===== config.mk =====
export PLATFORM = sky130hd
export DESIGN_NAME = servo_command_pwm_controller_core
export DESIGN_NICKNAME = d
export VERILOG_FILES = /design/src/design/scpc_pkg.sv /design/src/design/servo_command_pwm_controller_core.sv
export SDC_FILE = /design/constraint.sdc
export NUM_CORES = 1
export LEC_CHECK = 0
export ABC_CLOCK_PERIOD_IN_PS = 11200
export BUFFER_PORTS_ARGS = -buffer_cell sky130_fd_sc_hd__buf_2
export CAP_MARGIN = 5
export CORE_UTILIZATION = 50
export CTS_CLUSTER_DIAMETER = 200
export DETAILED_ROUTE_END_ITERATION = 12
export MAX_ROUTING_LAYER = met4
export PLACE_DENSITY = 0.69
export SLEW_MARGIN = 20
export SYNTH_ARGS = -nofsm -noshare
export SYNTH_HDL_FRONTEND = slang
export SYNTH_SLANG_ARGS = --single-unit
export TNS_END_PERCENT = 30

===== constraint.sdc =====
create_clock -name aclk -period 11.2 [get_ports aclk]
set_input_delay 3.36 -clock aclk [delete_from_list [all_inputs] [get_ports aclk]]
set_output_delay 3.36 -clock aclk [all_outputs]
set_load 0.02 [all_outputs]

===== src/design/scpc_pkg.sv =====
`timescale 1ns / 1ps
// ----------------------------------------------------------------------------
// scpc_pkg
// Shared types and constants of the servo command and PWM controller core.
// ----------------------------------------------------------------------------
package scpc_pkg;

    // event kinds carried in s_tuser
    typedef logic [1:0] func_t;
    localparam func_t FUNC_CMD   = 2'd0;
    localparam func_t FUNC_READY = 2'd1;
    localparam func_t FUNC_TICK  = 2'd2;
    localparam func_t FUNC_START = 2'd3;

    // configuration register indexes
    localparam int CFG_IDX_BITS = 3;
    typedef logic [CFG_IDX_BITS-1:0] cfg_idx_t;
    localparam cfg_idx_t REG_DUTY_MARGIN = 3'd0;
    localparam cfg_idx_t REG_DUTY_STEP   = 3'd1;
    localparam cfg_idx_t REG_GAIN_SHIFT  = 3'd2;
    localparam cfg_idx_t REG_DUTY_CENTER = 3'd3;

    localparam int CFG_DATA_BITS = 12;

    // register reset values
    localparam logic [10:0] MARGIN_RESET = 11'd100;
    localparam logic [10:0] STEP_RESET   = 11'd100;
    localparam logic [3:0]  SHIFT_RESET  = 4'd4;
    localparam logic [11:0] CENTER_RESET = 12'd2047;
    localparam int          DUTY_MID     = 2047;

    // command characters, upper case
    localparam logic [7:0] CMD_UP     = 8'h55; // U
    localparam logic [7:0] CMD_DOWN   = 8'h44; // D
    localparam logic [7:0] CMD_PLUS   = 8'h50; // P
    localparam logic [7:0] CMD_MINUS  = 8'h4D; // M
    localparam logic [7:0] CMD_CLEAR  = 8'h43; // C
    localparam logic [7:0] CMD_FREE   = 8'h46; // F
    localparam logic [7:0] CHAR_LOW_A = 8'h61;
    localparam logic [7:0] CHAR_LOW_Z = 8'h7A;
    localparam logic [7:0] CASE_DIFF  = 8'h20;

    // input word fields
    typedef struct packed {
        logic signed [15:0] error_delta;
        logic signed [15:0] position_error;
        logic [7:0]         cmd_byte;
    } in_word_t;

endpackage


===== src/design/servo_command_pwm_controller_core.sv =====
`timescale 1ns / 1ps
// ----------------------------------------------------------------------------
// servo_command_pwm_controller_core
// Command decoder, duty clamp and PD control law for a complementary PWM pair.
// ----------------------------------------------------------------------------
// a word is held in the input register, then its result word in the output reg
// throughput: one word per cycle unless m_tready stalls, set by the input and
//   output register each holding one word; state is updated as a word enters it
// reset: synchronous active-low aresetn clears the pipeline valids, the duty to
//   mid scale, increment, gate and loop flag, and loads register defaults
module servo_command_pwm_controller_core
    import scpc_pkg::*;
#(
    parameter int DUTY_BITS = 12
) (
    input  logic                            aclk,
    input  logic                            aresetn,
    // command word
    input  logic                            s_tvalid,
    output logic                            s_tready,
    // cmd_byte, position_error, error_delta
    input  logic [39:0]                     s_tdata,
    // func
    input  logic [1:0]                      s_tuser,
    // result word
    output logic                            m_tvalid,
    input  logic                            m_tready,
    // duty_a, duty_b, step_increment, accepted, mailbox_write, mailbox_byte,
    // encoder_clear, control_on, zero fill
    output logic [((2*DUTY_BITS+20+7)/8)*8-1:0] m_tdata,
    // configuration
    input  logic                            cfg_we,
    input  logic [CFG_IDX_BITS-1:0]         cfg_index,
    input  logic [CFG_DATA_BITS-1:0]        cfg_wdata
);

    localparam int OUT_BITS = 2 * DUTY_BITS + 20;
    localparam int M_W      = ((OUT_BITS + 7) / 8) * 8;
    localparam int CW       = 34;
    localparam logic signed [CW-1:0] FULL_S = CW'((64'(1) << DUTY_BITS) - 64'(1));
    localparam logic [DUTY_BITS-1:0] FULL_D = DUTY_BITS'((64'(1) << DUTY_BITS) - 64'(1));
    localparam logic [DUTY_BITS-1:0] DUTY_RESET =
        (DUTY_MID > (2 ** DUTY_BITS) - 1) ? FULL_D : DUTY_BITS'(DUTY_MID);

    // configuration registers
    logic [10:0] margin_reg;
    logic [10:0] step_reg;
    logic [3:0]  shift_reg;
    logic [11:0] center_reg;

    // block state
    logic [DUTY_BITS-1:0] duty_reg,  duty_next;
    logic [7:0]           incr_reg,  incr_next;
    logic                 gate_reg,  gate_next;
    logic                 loop_reg,  loop_next;

    // input stage
    logic     in_valid_reg;
    func_t    in_func_reg;
    in_word_t in_word_reg;

    // output stage
    logic           out_valid_reg;
    logic [M_W-1:0] out_data_reg, out_data_next;

    logic advance;
    logic acc_next, enc_next;

    logic [7:0]              cmd_up;
    logic signed [CW-1:0]    margin_s, bound_hi, bound_lo;
    logic signed [CW-1:0]    duty_s, step_s, center_s;
    logic signed [16:0]      err_sum;
    logic signed [CW-1:0]    law_val;
    logic signed [CW-1:0]    pm_val, pm_lim;
    logic signed [CW-1:0]    tick_lim;

    function automatic logic [DUTY_BITS-1:0] sat_full(input logic signed [CW-1:0] v);
        logic [DUTY_BITS-1:0] r;
        if (v < 0) begin
            r = '0;
        end else if (v > FULL_S) begin
            r = FULL_D;
        end else begin
            r = v[DUTY_BITS-1:0];
        end
        return r;
    endfunction

    assign advance  = !out_valid_reg || m_tready;
    assign s_tready = !in_valid_reg || advance;
    assign m_tvalid = out_valid_reg;
    assign m_tdata  = out_data_reg;

    always_ff @(posedge aclk) begin
        if (!aresetn) begin
            margin_reg <= MARGIN_RESET;
            step_reg   <= STEP_RESET;
            shift_reg  <= SHIFT_RESET;
            center_reg <= CENTER_RESET;
        end else if (cfg_we) begin
            unique case (cfg_index)
                REG_DUTY_MARGIN: margin_reg <= cfg_wdata[10:0];
                REG_DUTY_STEP:   step_reg   <= cfg_wdata[10:0];
                REG_GAIN_SHIFT:  shift_reg  <= cfg_wdata[3:0];
                REG_DUTY_CENTER: center_reg <= cfg_wdata[11:0];
                default: ;
            endcase
        end
    end

    // input register
    always_ff @(posedge aclk) begin
        if (!aresetn) begin
            in_valid_reg <= 1'b0;
        end else if (s_tready) begin
            in_valid_reg <= s_tvalid;
        end
    end

    always_ff @(posedge aclk) begin
        if (s_tready && s_tvalid) begin
            in_func_reg <= s_tuser;
            in_word_reg <= s_tdata;
        end
    end

    // shared bounds
    assign margin_s = $signed({{(CW-11){1'b0}}, margin_reg});
    assign bound_hi = FULL_S - margin_s;
    assign bound_lo = margin_s;
    assign duty_s   = $signed({{(CW-DUTY_BITS){1'b0}}, duty_reg});
    assign step_s   = $signed({{(CW-11){1'b0}}, step_reg});
    assign center_s = $signed({{(CW-12){1'b0}}, center_reg});

    assign cmd_up = (in_word_reg.cmd_byte >= CHAR_LOW_A && in_word_reg.cmd_byte <= CHAR_LOW_Z)
                  ? in_word_reg.cmd_byte - CASE_DIFF : in_word_reg.cmd_byte;

    // P lowers, M raises; lower bound wins when bounds cross
    always_comb begin
        pm_val = (cmd_up == CMD_PLUS) ? duty_s - step_s : duty_s + step_s;
        pm_lim = (pm_val > bound_hi) ? bound_hi : pm_val;
        if (pm_lim < bound_lo) begin
            pm_lim = bound_lo;
        end
    end

    // PD law; upper bound wins when bounds cross
    always_comb begin
        err_sum  = 17'(in_word_reg.position_error) + 17'(in_word_reg.error_delta);
        law_val  = (CW'(err_sum) <<< shift_reg) + center_s;
        if (law_val > bound_hi) begin
            tick_lim = bound_hi;
        end else if (law_val < bound_lo) begin
            tick_lim = bound_lo;
        end else begin
            tick_lim = law_val;
        end
    end

    always_comb begin
        duty_next = duty_reg;
        incr_next = incr_reg;
        gate_next = gate_reg;
        loop_next = loop_reg;
        acc_next  = 1'b0;
        enc_next  = 1'b0;
        unique case (in_func_reg)
            FUNC_CMD: begin
                if (gate_reg) begin
                    acc_next  = 1'b1;
                    gate_next = 1'b0;
                    case (cmd_up)
                        CMD_UP:    incr_next = incr_reg - 8'd1;
                        CMD_DOWN:  incr_next = incr_reg + 8'd1;
                        CMD_PLUS, CMD_MINUS: duty_next = sat_full(pm_lim);
                        CMD_CLEAR: begin
                            incr_next = '0;
                            loop_next = 1'b1;
                            enc_next  = 1'b1;
                        end
                        CMD_FREE: begin
                            loop_next = 1'b0;
                            duty_next = sat_full(center_s);
                        end
                        default: ;
                    endcase
                end
            end
            FUNC_READY: gate_next = 1'b1;
            FUNC_TICK: begin
                if (loop_reg) begin
                    duty_next = sat_full(tick_lim);
                end
            end
            FUNC_START: begin
                incr_next = '0;
                gate_next = 1'b1;
            end
            default: ;
        endcase
    end

    always_comb begin
        out_data_next = '0;
        out_data_next[OUT_BITS-1:0] = {loop_next,
                                       enc_next,
                                       acc_next ? in_word_reg.cmd_byte : 8'd0,
                                       acc_next,
                                       acc_next,
                                       incr_next,
                                       FULL_D - duty_next,
                                       duty_next};
    end

    // state and result register
    always_ff @(posedge aclk) begin
        if (!aresetn) begin
            out_valid_reg <= 1'b0;
            duty_reg      <= DUTY_RESET;
            incr_reg      <= '0;
            gate_reg      <= 1'b0;
            loop_reg      <= 1'b0;
        end else if (advance) begin
            out_valid_reg <= in_valid_reg;
            if (in_valid_reg) begin
                duty_reg <= duty_next;
                incr_reg <= incr_next;
                gate_reg <= gate_next;
                loop_reg <= loop_next;
            end
        end
    end

    always_ff @(posedge aclk) begin
        if (advance && in_valid_reg) begin
            out_data_reg <= out_data_next;
        end
    end

endmodule


==> results by group, run 1 <==
Status
  • Outcome: completed

Pwr
  • PwrDens: 129.8 nW/um^2
  • P_int: roughly 1100 uW
  • Total chip power: about 1700 uW
  • Sw Ratio: between 30% and 40%
  • Sequential share of power: a little over a third
  • Clock share of power: 33.8%
  • Psw: just over 600 uW
  • Static Leak: approximately 0.0054 uW
  • Combinational share of power: between 30% and 40%
  • Worst vdd ir: 0.00009487 V

Global routing
  • Gr ovfl total: 0
  • Vias in the first global route: 10179
  • Global Route Usage Sum: approximately 30%
  • Pin count of the biggest net entering global routing: 68
  • Global-route wire length before repair: between 50 and 60 mm
  • Initial antenna violation count: 2

Worst setup path
  • Worst R2R End: duty_reg[7]
  • Crit path largest cell delay: approximately 0.90 ns
  • WS Path Type: flop to flop
  • Crit-path max FO: 20
  • Cell count of the worst reg-to-reg path: 29
  • Crit path DAT: between 8 and 9 ns
  • R2R setup slack: ~3 ns
  • CP most frequent cell: a21o_1
  • Critical Path RT: 11.47 ns
  • Crit. End Element: flop
  • Crit-path leading delay family: simple AND/OR/NAND/NOR gates
  • Slowest stage cell, crit path: or4b_2
  • RR Startpoint: in_word_reg[0]
  • CP bufs+invs: 1
  • Startpoint Class: flop

Placement
  • DPL Wire Length: between 20 and 30 mm
  • Routability congestion estimate: around 0.96
  • DP Area: between 10000 and 15000 um^2
  • DP Worst Slack: 3.270 ns
  • Input/output buffers: approximately 110

Timing
  • Final setup fails: 0
  • Post-Route Setup TNS: 0 ns
  • Rel. slew slack: roughly 40%
  • Minimum clock period: 8.135 ns
  • Clock Skews: between 0.015 and 0.02 ns
  • Hold slack final: ~0.48 ns
  • Fin. max-slew vios: 0
  • Slew @ Worst Pin: about 0.9 ns
  • Final Cycle Share: 72.63%
  • Highest Clock Rate: 122.9 MHz
  • RSZ-0062 raised after global routing: no
  • Final Hold Viols: 0
  • Setup ws final: between 3 and 4 ns

Hold path
  • Hold Crit Endpoint: step_reg[9]
  • Hold path startpoint: step_reg[9]
  • Worst hold path class: flop to flop
  • Hold path depth: 2

Cells and area
  • Max FFs per register: 43
  • Most common cell after layout, fill and taps aside: nand2_1
  • NumNets Final: between 1500 and 2000
  • Final Cell Area: approximately 13000 um^2
  • Most frequent cells in the layout: 195 x nand2_1, 120 x a21oi_1, 108 x ha_1, 107 x buf_2, 98 x nor2_1
  • Area delta synth->final: 11.19%
  • Share of layout cells above drive strength 1: roughly an eighth

Yosys
  • Number of synthesized flops with an enable pin: between 80 and 90
  • Synth Register Bits: 147
  • Syn Inst Count: approximately 1400
  • Dominant cell type by area after synthesis: edfxtp_1
  • Main flop type after synthesis: edfxtp_1
  • Synth area leaders: edfxtp_1 22%, ha_1 11%, dfxtp_1 10%, nand2_1 6.2%, a21oi_1 5.1%
  • Async set-reset flop share out of synthesis: 0%
  • Synth top area share: between 20% and 30%
  • Post-synthesis sequential area ratio: approximately a third
  • Avg Cell Area, Syn: 8.393 um^2
  • Ys Warns: 0
  • Mapped cell area: about 12000 um^2
  • Synth unique cells: 93

Detailed routing
  • Detailed Routing Iterations Pass 1: 7
  • Post-route DRC: 0
  • Initial DRC Count: 920
  • Vias/cell: around 6.1
  • Wirelength, routed: 35.39 mm
  • Wire per inst: 19.47 um
  • Final ANT Viol Nets: 0
  • Via count: around 11000

Clocking
  • Clock sink count: around 150
  • H-tree Lvls: 4
  • Clk pin slew, worst setup/hold paths: ~0.080 ns
  • CTS buffer count: 17
  • Resize count post-CTS: 0
  • CTS tree: done
  • Clk_lat worst skew: between 0.4 and 0.5 ns
  • Clock root buffer: clkbuf_16
  • Post-CTS Hold Fix Bufs: 0
  • CTS max path bufs: 2
  • Post-CTS setup buffers: 0

Die
  • Initial Util: roughly 51%
  • Vert. Die Dim: between 150 and 200 um
  • CORE AREA: around 23000 um^2
  • # IOs: between 100 and 150
  • Row Count: 56
  • Die area: approximately 24000 um^2
  • Die X: 156.1 um

Job
  • # Max-Cap Violations: 0
-- through the flow --
stage,cells,util [%]
floorplan,1417,-
global placement,1784,53.78
detailed placement,1784,53.81
CTS,1816,56.35
global route,1818,56.38
finish,1818,56.38
-- cell usage after synthesis (5+ instances only) --
cell	count
nand2_1	195
a21oi_1	120
ha_1	108
nor2_1	99
edfxtp_1	85
o21ai_0	76
inv_1	74
dfxtp_1	62
clkbuf_1	49
nand3_1	38
o211ai_1	27
a21o_1	24
nor3_1	24
xnor2_1	22
o21a_1	21
nand2b_1	18
a211oi_1	17
o221ai_1	17
and3_1	16
nor2b_1	16
xor2_1	13
a31oi_1	12
mux2i_1	12
o22ai_1	12
o31ai_1	12
a221o_1	11
and2_1	11
nor4_1	10
a22o_1	9
buf_2	9
nand4_1	9
o21bai_1	9
or2_2	9
a221oi_1	8
a2bb2oi_1	8
o211a_1	8
or3_1	8
a211o_1	7
mux2_2	7
o2111ai_1	7
a22oi_1	6
buf_4	6
a21boi_0	5
a311oi_1	5
fa_1	5
-- routing by layer --
metal | GRT usage, % | share of wire (%) | up-vias | routed length (um)
met5 | - | 0 | - | 0
met4 | 7.656 | 1.8 | 0 | 638
met3 | 4.389 | 6.7 | 40 | 2387
met2 | 45.71 | 44 | 453 | 15740
met1 | 41.30 | 47 | 5255 | 16620
li1 | - | - | 5400 | -
-- kinds of logic after synthesis --
group / synth area share (%)
and+or+nand+nor: 18.96
AOI/OAI and AO/OA: 27.24
DFF: 31.97
adders and majority gates: 12.23
xor gates and xnor gates: 2.583
buffers and inverters: 5.124
muxes: 1.866
other: 0.03160
-- tightest hold or removal path: stages, from the launching register on --
cell and delay, ns:
dfxtp_1 0.33, nand2_1 0.06, a21oi_1 0.05
-- worst max-delay path by stage --
stage                         from     endpoint  cells past startpoint
floorplan           in_word_reg[0]  duty_reg[2]                     32
global placement    in_word_reg[0]  duty_reg[7]                     29
detailed placement  in_word_reg[0]  duty_reg[7]                     29
CTS                 in_word_reg[0]  duty_reg[7]                     29
global route        in_word_reg[0]  duty_reg[7]                     29
finish              in_word_reg[0]  duty_reg[7]                     29
-- power by group through the flow --
stage                     registers, uW  clock network (uW)  logic (uW)
after global routing                614                 605         573
final                               611                 579         523
after floorplan                     626                   0         376
after detailed placement            623                   0         509
after CTS                           611                 587         512
after global placement              622                   0         505
-- cell type report --
type	instances	area (um^2)
diodes	2	5.005
inverters	79	296.5
flip-flops and latches	147	3794
fillers	2221	10210
repair buffers	118	618.1
well taps	319	399.1
clock buffers	18	439.2
multi-input cells	1121	7487
clock inverters	14	156.4
Power figures use the tool's default switching activity.
==> run 2, diff against run 1 <==
--- a/config.mk
+++ b/config.mk
@@ -5,14 +5,15 @@
 export SDC_FILE = /design/constraint.sdc
 export NUM_CORES = 1
 export LEC_CHECK = 0
-export ABC_CLOCK_PERIOD_IN_PS = 11200
+export ABC_AREA = 1
+export ABC_CLOCK_PERIOD_IN_PS = 7300
 export BUFFER_PORTS_ARGS = -buffer_cell sky130_fd_sc_hd__buf_2
 export CAP_MARGIN = 5
 export CORE_UTILIZATION = 50
 export CTS_CLUSTER_DIAMETER = 200
 export DETAILED_ROUTE_END_ITERATION = 12
 export MAX_ROUTING_LAYER = met4
-export PLACE_DENSITY = 0.69
+export PLACE_DENSITY = 0.72
 export SLEW_MARGIN = 20
 export SYNTH_ARGS = -nofsm -noshare
 export SYNTH_HDL_FRONTEND = slang
==> constraint.sdc (replaced) <==
create_clock -name aclk -period 7.3 [get_ports aclk]
set_input_delay 2.19 -clock aclk [delete_from_list [all_inputs] [get_ports aclk]]
set_output_delay 2.19 -clock aclk [all_outputs]
set_load 0.02 [all_outputs]
==> results by group, run 2 <==
Detailed routing
  • Via count: 12184 (+9.3%)
  • Wire per inst: 16.71 um (-14%)
  • Wirelength, routed: 37.12 mm (+4.9%)
  • Vias/cell: 5.486 (-11%)
  • Final ANT Viol Nets: 0 (unchanged)
  • Post-route DRC: 0 (unchanged)
  • Initial DRC Count: 984 (+7.0%)
  • Detailed Routing Iterations Pass 1: 5 (-2)

Clocking
  • Clock root buffer: clkbuf_16
  • CTS tree: done
  • CTS max path bufs: 2 (unchanged)
  • CTS buffer count: 17 (unchanged)
  • Post-CTS Hold Fix Bufs: 0 (unchanged)
  • Clock sink count: 147 (unchanged)
  • H-tree Lvls: 4 (unchanged)
  • Clk_lat worst skew: 0.43 ns (-0.02 ns)
  • Clk pin slew, worst setup/hold paths: 0.07 ns (about the same)

Worst setup path
  • RR Startpoint: in_word_reg[5]
  • Crit-path leading delay family: adder cells
  • CP most frequent cell: nand2_1
  • WS Path Type: flop to flop
  • Crit. End Element: flop
  • Crit path largest cell delay: 0.47 ns (-0.43 ns)
  • Crit path DAT: 6.98 ns (-1.42 ns)
  • Startpoint Class: flop
  • Slowest stage cell, crit path: ha_2
  • Crit-path max FO: 13 (-35%)
  • CP bufs+invs: 5 (+4)
  • Critical Path RT: 7.47 ns (-4.00 ns)
  • Crit. Startpoint: in_word_reg[5]

Die
  • Vert. Die Dim: 159.9 um (+2.5%)
  • # IOs: 112 (unchanged)
  • Row Count: 57 (+1.8%)
  • Initial Util: 51.14% (+0.43 points)
  • CORE AREA: 24390 um^2 (+4.2%)
  • Die X: 159.9 um (+2.5%)
  • Die area: 25580 um^2 (+5.0%)

Timing
  • Minimum clock period: 6.807 ns (-1.328 ns)
  • Slew @ Worst Pin: 1.014 ns (+0.1160 ns)
  • Final Hold Viols: 0 (unchanged)
  • Final setup fails: 0 (unchanged)
  • Highest Clock Rate: 146.9 MHz (+20%)
  • Rel. slew slack: 32.14% (-8.0 points)
  • Clock Skews: 0.01718 ns (-0.0004570 ns)
  • Post-Route Setup TNS: 0 ns (unchanged)
  • Fin. max-slew vios: 0 (unchanged)
  • Final Cycle Share: 93.25% (+21 points)
  • RSZ-0062 raised after global routing: no

Yosys
  • Async set-reset flop share out of synthesis: 0% (unchanged)
  • List of most frequent post-synthesis cells: 453 x nand2_1, 225 x inv_1, 211 x nand3_1, 166 x a21oi_1, 108 x ha_1
  • Synth unique cells: 51 (-45%)
  • Ys Warns: 0 (unchanged)
  • Main flop type after synthesis: edfxtp_1
  • Number of synthesized flops with an enable pin: 85 (unchanged)
  • Post-synthesis sequential area ratio: 30.41% (-1.6 points)
  • Synth top area share: 20.46% (-1.0 points)
  • Dominant cell type by area after synthesis: edfxtp_1
  • Syn Inst Count: 1797 (+27%)
  • Avg Cell Area, Syn: 6.941 um^2 (-17%)
  • Synth Register Bits: 147 (unchanged)
  • Most frequent cell after synthesis: nand2_1
  • Synth area leaders: edfxtp_1 20%, nand2_1 14%, ha_1 11%, dfxtp_1 10%, nand3_1 8.5%
  • Mapped cell area: 12470 um^2 (+5.1%)

Cells and area
  • Footprint of the multi-input gates: 7555 um^2 (+0.90%)
  • Fin util: 56.85% (+0.46 points)
  • Most common cell after layout, fill and taps aside: nand2_1
  • Share of layout cells above drive strength 1: 13.28% (+0.12 points)
  • Register area: 3794 um^2 (unchanged)
  • Max FFs per register: 43 (unchanged)
  • NumNets Final: 2059 (+24%)
  • N_diodes: 0 (-2)
  • Most frequent cells in the layout: 451 x nand2_1, 224 x inv_1, 211 x nand3_1, 166 x a21oi_1, 107 x buf_2
  • Area delta synth->final: 11.16% (about the same)
  • FILL cells: 2400 (+8.1%)

Placement
  • DPL Wire Length: 29.58 mm (+9.6%)
  • Input/output buffers: 107 (unchanged)
  • Routability congestion estimate: 0.9848 (+2.6%)

Global routing
  • Vias in the first global route: 11205 (+10%)
  • Global-route wire length before repair: 58.89 mm (+7.0%)
  • Pin count of the biggest net entering global routing: 57 (-16%)
  • Initial antenna violation count: 0 (-2)
  • Global Route Usage Sum: 30.20% (+0.29 points)
  • Gr ovfl total: 0 (unchanged)

Pwr
  • PwrDens: 212.2 nW/um^2 (+63%)
  • Static Leak: 0.006766 uW (+25%)
  • Worst vdd ir: 0.0001189 V (+25%)

Job
  • # Max-Cap Violations: 0 (unchanged)

Hold path
  • Worst hold path class: flop to flop
  • Hold path startpoint: step_reg[7]

Status
  • Outcome: completed
-- run 2: path summary, 6_finish.rpt --
| path | endpoint | depth (start not counted) | slack, ns |
|---|---|---|---|
| worst min register to register | step_reg[7] | 2 | 0.49 |
| worst max-delay path | m_tdata[1] | 35 | 0.49 |
| worst min-delay path | step_reg[7] | 2 | 0.49 |
| worst max register to register | m_tdata[1] | 35 | 0.49 |
-- run 2: area by class of cell --
type	count	share of cell area [%]
Clock inverter	11	0.6497
Inverter	233	6.317
Sequential cell	147	27.36
Timing Repair Buffer	127	4.945
Tap cell	324	2.924
Multi-Input combinational cell	1358	54.48
Clock buffer	21	3.321
-- run 2: worst register-to-register path, delay by kind of cell (launching register included) --
kind                     cells  cell delay [ns]
AO/OA/AOI/OAI               11             1.60
XOR/XNOR                     1             0.34
adder cells (fa/ha/maj)      5             1.71
buffers and inverters        5             0.62
flip-flops                   1             0.41
multiplexers                 1             0.20
AND/OR/NAND/NOR             12             1.67
-- run 2: logic make-up (layout without fill, tap and decap cells) --
kind of cell	after synthesis	count (layout)	share of synthesized area, %
compound gates	312	312	13.36
xor+xnor	34	34	2.387
fa+ha+maj	113	113	11.64
buf+inv	295	392	9.299
flops	147	147	30.41
mux	1	1	0.08025
other cells	1	4	0.03006
simple gates	894	894	32.79
-- run 2: power breakdown --
part | total (uW) | switching [uW] | internal [uW]
combinational | 1150 | 767 | 384
clock | 832 | 370 | 461
sequential | 960 | 31.4 | 928
total | 2940 | 1170 | 1770
-- run 2: stage by stage --
stage	total power (uW)	hold slack, ns	instances	cell area (um^2)	worst slack (ns)
2_1_floorplan	1812	0.4540	1800	12480	1.429
5_1_grt	3137	0.5294	2221	13870	0.0006963
6_report	2943	0.4850	2221	13870	0.4931
4_1_cts	2931	0.4926	2217	13830	0.2048
3_5_place_dp	2098	0.4799	2185	13280	0.2128
3_3_place_gp	2089	0.4701	2185	13280	0.2340
-- run 2: metal layers --
metal	GRT usage [%]	vias to the layer above	routed length, um
met2	45.59	448	16250
met1	41.28	5545	17250
met4	8.485	0	890
li1	-	6135	-
met3	5.455	56	2738
met5	-	-	0
-- run 2: repair_timing --
item / 4_1_cts / 5_1_grt
hold endpoints to repair: 0 / 0
endpoints found under the setup margin: 0 / 36
buffers inserted: 0 / 4
resized for setup: 0 / 7
